==> config.mk <==
export PLATFORM = sky130hd
export DESIGN_NAME = xorshift128p_entropy_rng_core
export DESIGN_NICKNAME = d
export VERILOG_FILES = /design/src/xsrng_pkg.sv /design/src/xsrng_in_reg.sv /design/src/xsrng_step.sv /design/src/xorshift128p_entropy_rng_core.sv
export SDC_FILE = /design/constraint.sdc
export NUM_CORES = 1
export LEC_CHECK = 0
export BUFFER_PORTS_ARGS = -buffer_cell sky130_fd_sc_hd__buf_2
export CAP_MARGIN = 5
export CORE_MARGIN = 5
export CORE_UTILIZATION = 40
export DETAILED_ROUTE_END_ITERATION = 7
export PLACE_DENSITY = 0.57
export SLEW_MARGIN = 20
export SYNTH_ARGS = -nofsm -noshare
export SYNTH_HDL_FRONTEND = slang
export SYNTH_SLANG_ARGS = --single-unit
export TNS_END_PERCENT = 100
==> constraint.sdc <==
create_clock -name clk -period 17.3 [get_ports clk]
set_input_delay 0 -clock clk [delete_from_list [all_inputs] [get_ports clk]]
set_output_delay 0 -clock clk [all_outputs]
set_load 0.02 [all_outputs]
==> src/xsrng_pkg.sv <==
// shared types, constants and step functions for the xorshift128+ entropy generator
package xsrng_pkg;

    localparam int unsigned WORD_W = 64;
    localparam int unsigned HALF_W = WORD_W / 2;
    localparam int unsigned CMD_W  = 2;

    localparam logic [WORD_W-1:0] SEED_MIX_B       = 64'h0000_DEAD_BEEF_CAFE;
    localparam logic [WORD_W-1:0] SEED_MIX_ENTROPY = 64'h1234_5678_9ABC_DEF0;

    localparam int unsigned SHIFT_X_LEFT  = 23;
    localparam int unsigned SHIFT_X_RIGHT = 17;
    localparam int unsigned SHIFT_Y_RIGHT = 26;

    typedef enum logic [CMD_W-1:0] {
        CMD_SEED = 2'd0,
        CMD_ADD  = 2'd1,
        CMD_GET  = 2'd2
    } cmd_t;

    typedef struct packed {
        cmd_t              command;
        logic [WORD_W-1:0] tick_first;
        logic [WORD_W-1:0] tick_second;
        logic [WORD_W-1:0] tick_third;
    } item_t;

    typedef struct packed {
        logic [WORD_W-1:0] word_a;
        logic [WORD_W-1:0] word_b;
    } gen_state_t;

    typedef struct packed {
        logic              valid;
        logic [WORD_W-1:0] random_value;
        logic              late_seed_warning;
    } result_t;

    function automatic logic [WORD_W-1:0] swap_halves(input logic [WORD_W-1:0] v);
        return {v[HALF_W-1:0], v[WORD_W-1:HALF_W]};
    endfunction

    // xor the entropy word into word_a and its swapped halves into word_b
    function automatic gen_state_t mix(input gen_state_t s, input logic [WORD_W-1:0] v);
        gen_state_t r;
        r.word_a = s.word_a ^ v;
        r.word_b = s.word_b ^ swap_halves(v);
        return r;
    endfunction

    // one xorshift128+ state advance
    function automatic gen_state_t gen_step(input gen_state_t s);
        gen_state_t        r;
        logic [WORD_W-1:0] x;
        x        = s.word_a ^ (s.word_a << SHIFT_X_LEFT);
        r.word_a = s.word_b;
        r.word_b = x ^ s.word_b ^ (x >> SHIFT_X_RIGHT) ^ (s.word_b >> SHIFT_Y_RIGHT);
        return r;
    endfunction

endpackage

==> src/xsrng_in_reg.sv <==
// input holding register for one command word
module xsrng_in_reg
(
    input  logic                clk,
    input  logic                rst_n,
    input  logic                in_valid,
    output logic                in_ready,
    input  xsrng_pkg::item_t    in_item,
    output logic                out_valid,
    input  logic                out_ready,
    output xsrng_pkg::item_t    out_item
);

    logic             valid_reg;
    logic             valid_next;
    xsrng_pkg::item_t item_reg;

    assign in_ready  = !valid_reg || out_ready;
    assign out_valid = valid_reg;
    assign out_item  = item_reg;

    always_comb
    begin
        valid_next = valid_reg;
        if (in_ready)
        begin
            valid_next = in_valid;
        end
    end

    always_ff @(posedge clk or negedge rst_n)
    begin
        if (!rst_n)
        begin
            valid_reg <= 1'b0;
        end
        else
        begin
            valid_reg <= valid_next;
        end
    end

    always_ff @(posedge clk)
    begin
        if (in_ready && in_valid)
        begin
            item_reg <= in_item;
        end
    end

endmodule

==> src/xsrng_step.sv <==
// combinational command decode, seeding, entropy mixing and generator steps
module xsrng_step
(
    input  xsrng_pkg::item_t       item,
    input  xsrng_pkg::gen_state_t  state,
    input  logic                   seeded,
    output xsrng_pkg::gen_state_t  state_next,
    output logic                   seeded_next,
    output xsrng_pkg::result_t     result
);

    xsrng_pkg::gen_state_t seed_base;
    xsrng_pkg::gen_state_t seed_mixed;
    xsrng_pkg::gen_state_t add_mixed;
    xsrng_pkg::gen_state_t pre;
    xsrng_pkg::gen_state_t step1;
    xsrng_pkg::gen_state_t step2;
    xsrng_pkg::gen_state_t step3;

    always_comb
    begin
        seed_base.word_a = item.tick_first;
        seed_base.word_b = item.tick_second ^ xsrng_pkg::SEED_MIX_B;
        seed_mixed = xsrng_pkg::mix(seed_base,
                                    item.tick_third ^ xsrng_pkg::SEED_MIX_ENTROPY);
        add_mixed  = xsrng_pkg::mix(state, item.tick_first);

        pre = state;
        unique case (item.command)
            xsrng_pkg::CMD_SEED: pre = seed_mixed;
            xsrng_pkg::CMD_ADD:  pre = add_mixed;
            xsrng_pkg::CMD_GET:  pre = seeded ? state : seed_mixed;
            default:             pre = state;
        endcase

        step1 = xsrng_pkg::gen_step(pre);
        step2 = xsrng_pkg::gen_step(step1);
        step3 = xsrng_pkg::gen_step(step2);

        state_next  = state;
        seeded_next = seeded;
        result.valid             = 1'b0;
        result.random_value      = step1.word_b + pre.word_b;
        result.late_seed_warning = !seeded;
        unique case (item.command)
            xsrng_pkg::CMD_SEED:
            begin
                // discarded steps only when already seeded before this word
                state_next  = seeded ? step3 : pre;
                seeded_next = 1'b1;
            end
            xsrng_pkg::CMD_ADD:
            begin
                state_next = seeded ? step3 : pre;
            end
            xsrng_pkg::CMD_GET:
            begin
                state_next   = step1;
                seeded_next  = 1'b1;
                result.valid = 1'b1;
            end
            default:
            begin
                state_next = state;
            end
        endcase
    end

endmodule

==> src/xorshift128p_entropy_rng_core.sv <==
// xorshift128+ generator with seeding and entropy commands, stream in and out
// a get word waits in the input register until its result is registered for m_tdata
// throughput: one command word per cycle while the result register can take a word,
// the update is combinational between the input and the state and result registers
// reset: both state words cleared, generator unseeded, no result pending
module xorshift128p_entropy_rng_core
(
    input  logic         clk,
    input  logic         rst_n,
    input  logic         s_tvalid,
    output logic         s_tready,
    input  logic [191:0] s_tdata,   // tick_first[63:0], tick_second[127:64], tick_third[191:128]
    input  logic [1:0]   s_tuser,   // command[1:0]
    output logic         m_tvalid,
    input  logic         m_tready,
    output logic [63:0]  m_tdata,   // random_value[63:0]
    output logic         m_tuser    // late_seed_warning[0]
);

    localparam int unsigned W = xsrng_pkg::WORD_W;

    xsrng_pkg::item_t      s_item;
    xsrng_pkg::item_t      cur_item;
    logic                  cur_valid;
    logic                  advance;
    logic                  out_free;

    xsrng_pkg::gen_state_t state_reg;
    xsrng_pkg::gen_state_t state_next;
    logic                  seeded_reg;
    logic                  seeded_next;
    xsrng_pkg::gen_state_t step_state;
    logic                  step_seeded;
    xsrng_pkg::result_t    step_result;

    logic                  out_valid_reg;
    logic                  out_valid_next;
    logic [W-1:0]          out_value_reg;
    logic                  out_warn_reg;

    always_comb
    begin
        s_item.command     = xsrng_pkg::cmd_t'(s_tuser);
        s_item.tick_first  = s_tdata[W-1:0];
        s_item.tick_second = s_tdata[2*W-1:W];
        s_item.tick_third  = s_tdata[3*W-1:2*W];
    end

    xsrng_in_reg u_in_reg
    (
        .clk       (clk),
        .rst_n     (rst_n),
        .in_valid  (s_tvalid),
        .in_ready  (s_tready),
        .in_item   (s_item),
        .out_valid (cur_valid),
        .out_ready (advance),
        .out_item  (cur_item)
    );

    xsrng_step u_step
    (
        .item        (cur_item),
        .state       (state_reg),
        .seeded      (seeded_reg),
        .state_next  (step_state),
        .seeded_next (step_seeded),
        .result      (step_result)
    );

    // the held word moves on only when the result register can take a word
    assign out_free = !out_valid_reg || m_tready;
    assign advance  = out_free;

    always_comb
    begin
        state_next     = state_reg;
        seeded_next    = seeded_reg;
        out_valid_next = out_valid_reg && !m_tready;
        if (cur_valid && advance)
        begin
            state_next  = step_state;
            seeded_next = step_seeded;
            if (step_result.valid)
            begin
                out_valid_next = 1'b1;
            end
        end
    end

    always_ff @(posedge clk or negedge rst_n)
    begin
        if (!rst_n)
        begin
            state_reg     <= '0;
            seeded_reg    <= 1'b0;
            out_valid_reg <= 1'b0;
        end
        else
        begin
            state_reg     <= state_next;
            seeded_reg    <= seeded_next;
            out_valid_reg <= out_valid_next;
        end
    end

    always_ff @(posedge clk)
    begin
        if (cur_valid && advance && step_result.valid)
        begin
            out_value_reg <= step_result.random_value;
            out_warn_reg  <= step_result.late_seed_warning;
        end
    end

    assign m_tvalid = out_valid_reg;
    assign m_tdata  = out_value_reg;
    assign m_tuser  = out_warn_reg;

endmodule
* After elaboration in Yosys (flattened, before gate mapping) *
Cells that the tools add are included.

storage, ports and cells
  register bits = 390
  bits of input ports = 198
  output and inout port bits = 67

cells by class
  $add $sub $neg = 1
  equal/unequal tests = 2
  multiplexer cells = 7
  bitwise logic cells = 18
  reduce and logical (&&, ||, !) cells = 16

operators by type and width
  cell                  number
  $xor A64 B64 Y64      10
  $pmux W128 S3         1
  $mux W128             2
  $pmux W128 S2         1
  $xor A64 B38 Y64      3
  $xor A64 B47 Y64      3
  $add A64 B64 Y64      1
  $not A35 Y35          1
  $not A32 Y32          1
  $logic_and A1 B1 Y1   4
  $logic_not A1 Y1      4
  $reduce_and A2 Y1     2
  $reduce_or A2 Y1      2
  $mux W1               3
  $eq A2 B1 Y1 const B  1
  $eq A2 B2 Y1 const B  1
  $logic_not A2 Y1      1
  $logic_or A1 B1 Y1    2
  $reduce_bool A2 Y1    1

* Longest topological paths before layout *
  word-level depth = 16
  mapped depth = 25

* Cells and area by module *
From an unflattened synthesis, not the netlist that was laid out.

second synthesis, totals
  cell total of the unflattened synthesis = 3,160
  area, all modules = 31,501.5 um2

by module, submodules not included
  module                         instances  cells an instance  area an instance (um2)
  xsrng_step                     1          2,619              18,400.1
  xorshift128p_entropy_rng_core  1          343                7,221.9
  xsrng_in_reg                   1          198                5,879.4

* Worst setup path before layout *
Ideal clock, no wire load.

  kind = flip-flop to flip-flop
  start = reg out_valid_reg, in the netlist m_tvalid
  end = reg u_in_reg.item_reg (netlist bit u_in_reg.out_item[0]), enable pin
  setup time = 0.577 ns
  data arrival time = 5.194 ns
  setup slack = 11.529 ns
  stages on the path, launching flop included = 3
  buffers on the path = 0
  period minus slack after synthesis = 5.771 ns
  cell sequence = dfrtp_1 nand3b_1 and2_1

on the way
  longest elaborated chain between the ends = 4

RTL lines
  item                      line                                  RTL
  start: declaration        xorshift128p_entropy_rng_core.sv:36   logic out_valid_reg;
  start signal: assignment  xorshift128p_entropy_rng_core.sv:103  out_valid_reg <= out_valid_next;
  $logic_not A1 Y1          xorshift128p_entropy_rng_core.sv:72   assign out_free = !out_valid_reg || m_tready;
  $logic_or A1 B1 Y1        xorshift128p_entropy_rng_core.sv:72
  $logic_or A1 B1 Y1        xsrng_in_reg.sv:18                    assign in_ready = !valid_reg || out_ready;
  named net s_tready        xorshift128p_entropy_rng_core.sv:11   output logic s_tready,
  $logic_and A1 B1 Y1       xsrng_in_reg.sv:45                    if (in_ready && in_valid)
  end signal: assignment    xsrng_in_reg.sv:47                    item_reg <= in_item;
  end: declaration          xsrng_in_reg.sv:16                    xsrng_pkg::item_t item_reg;

The timed path passes the listed nets, and every way through them passes these cells.
A chain may end at the register's enable or synchronous reset.

==> reports/qor.yml <==
routing:
  vias: 25298
  routed_wl_mm: 121.6
  ant_nets: 0
  drc_errors: 0
  first_iter_violations: 3213
  wire_per_inst_um: 28.27
  viasPerCell: 5.881
  dr.pass1.iters: 6
logic_synthesis:
  synth_top_area_share: 0.2692
  yosys-top-cells-area: "edfxtp_1 (27%), xnor2_1 (12%), dfrtp_1 (11%)"
  synth_nets: 3187
  synthArstFlopShare: 0.3359
  ys_seq_area_frac: 0.3826
  synth_ff_type: "edfxtp_1"
  synth_top_area_cell: "edfxtp_1"
  syn_area_um2: 28890
  synth_edf_count: 259
  syn_inst: 2926
  yosys_warnings: 0
  ys_types: 97
  synth_common_cells: "xnor2_1 (405), nand2_1 (291), xor2_1 (265), edfxtp_1 (259), a21oi_1 (186)"
  avgSynthCellArea_um2: 9.875
  yosysMostFrequentCell: "xnor2_1"
  synth_seq_cells: 390
layout:
  layout.nets: 3572
  synthToLayoutAreaGrowth_pct: 20.24
  drive_above_1_share: 0.1608
  largest_register_ffs: 194
sta:
  grt_setup_unrepaired: "false"
  fin_crit_sh: 0.4880
  fin_worst_skew_ps: 33.25
  maxSlewHeadroom: 0.2064
  clock.fmax_ghz: 0.1185
  period_needed_ps: 8442
  setup_viol: 0
  worstMarginPinSlew_ps: 1182
  hold_viol_final: 0
  fin_setup_tns_ps: 0
  drv_slew: 0
clock_network:
  cts_sinks: 390
  cts-root-buf: "clkbuf_16"
  clkLatencyLatePin_ps: 620
  h-tree-depth: 2
  cts-resized-gates: 0
  cts_tree: "built"
  clkTransAtPathRegs_ps: 60
  cts_buffers: 48
  ctsLongestPathBuffers: 3
critical_path:
  reg2reg_setup_slack_ps: 8860
  startpoint: "u_in_reg.out_item[192]"
  worstRegToRegCells: 21
  end_kind: "register"
  cp.arrival_ps: 8740
  path_max_fanout: 47
  timing.rr.start: "u_in_reg.out_item[192]"
  startpoint_type: "register"
  crit_required_ps: 17590
  rr_endpoint: "m_tdata[61]"
  path_class: "register to register"
outcome:
  status: "finished clean"
worst_hold_path:
  min_path_cells: 2
  min_path_type: "primary input to register"
  whs_endpoint: "u_in_reg.out_item[95]"
  hp-start: "s_tdata[95]"
placement:
  place.gp.congestion: 1.011
  dp_hpwl_mm: 89.64
  portBuffers: 264
die:
  die_area_um2: 77710
  placementRows: 98
  start_util: 0.4035
  die-height_um: 278.8
  core_um2: 71610
  ios: 265
  die_x_um: 278.8
global_routing:
  grt_pass1_vias: 24594
  grt_pass1_wl_mm: 173.6
  grt_max_degree: 215
  overflow: 0
  grtUsageTotal: 0.3008
  antenna_found_initial: 3
flow_run:
  drv_cap: 0
worst max path at each step:
stage,end,cells after the start
after global routing,m_tdata[46],21
final,m_tdata[61],21
after detailed placement,m_tdata[61],19
after floorplan,u_in_reg.out_item[0],2
after CTS,m_tdata[61],21
after global placement,m_tdata[59],19
what timing repair did:
action,in CTS,in global routing
hold buffers,200,0
hold endpoints to repair,242,0
endpoints found under the setup margin,0,0
setup buffers,0,0
critical path: stages (launching register included):
cell and delay, ps:
edfxtp_1 320, buf_4 340, buf_4 630, nor2b_4 710, buf_4 540, buf_4 620
nand2_1 190, o211ai_2 610, xor2_1 170, xnor2_1 400, xnor2_4 220, inv_1 130
ha_1 450, inv_1 130, or4_1 560, a2111oi_0 430, nor2_1 220, o41a_1 430
o21bai_2 250, a31oi_1 200, o21a_1 300, xor2_1 160
cells by family after synthesis:
logic type,after synthesis,share of synthesized area
AO/OA/AOI/OAI,807,0.1943
XOR/XNOR,719,0.2340
AND/OR/NAND/NOR,641,0.09808
flip-flops,390,0.3826
buffers and inverters,263,0.04235
adder cells (fa/ha/maj),63,0.02754
multiplexers,43,0.02113
area by class of cell:
class | instances | area, um2
multi-input combinational | 2273 | 16680
tap | 950 | 1189
clock buffer | 56 | 1251
sequential | 390 | 11060
fill | 6628 | 36870
antenna | 1 | 2.502
timing repair buffer | 516 | 3762
clock inverter | 34 | 494.2
inverter | 82 | 307.8
through the flow:
stage / util / hold WS, ps / worst slack [ps] / area, um2 / std cells
2_1_floorplan: - / -295.6 / 11530 / 28890 / 2926
3_3_place_gp: 0.4326 / 16.30 / 9279 / 30980 / 4011
3_5_place_dp: 0.4326 / -2.341 / 9126 / 30980 / 4011
4_1_cts: 0.4851 / 51.49 / 9095 / 34740 / 4301
5_1_grt: 0.4851 / 63.17 / 8579 / 34740 / 4301
6_report: 0.4852 / 84.92 / 8858 / 34740 / 4302
layer usage:
layer	track usage	share of wire	up-vias
met2	0.4545	0.43	1446
met3	0.06773	0.10	248
li1	-	-	11147
met1	0.4238	0.42	12457
met5	0	0	-
met4	0.1134	0.046	0
cell usage in the layout (no fill, tap or decap), drive strengths merged, types with 20 or more instances in the layout:
| master | Yosys | final |
|---|---|---|
| o221ai | 21 | 21 |
| nor2 | 165 | 165 |
| nand2b | 46 | 46 |
| xnor2 | 435 | 435 |
| o21a | 20 | 20 |
| edfxtp | 259 | 259 |
| dfrtp | 131 | 131 |
| buf | 72 | 317 |
| inv | 81 | 86 |
| dlygate4sd3 | 0 | 199 |
| o211ai | 53 | 53 |
| nand2 | 292 | 292 |
| a21oi | 192 | 192 |
| mux2i | 25 | 25 |
| nand3 | 49 | 49 |
| ha | 62 | 62 |
| o21ai | 218 | 218 |
| a211oi | 54 | 54 |
| a32oi | 22 | 22 |
| clkbuf | 109 | 56 |
| o22ai | 42 | 42 |
| xor2 | 273 | 273 |
| a21o | 50 | 50 |
| and3 | 22 | 22 |
Power is not shown: default switching activity piles up to over one toggle a cycle in this logic, so the estimate is an artifact.
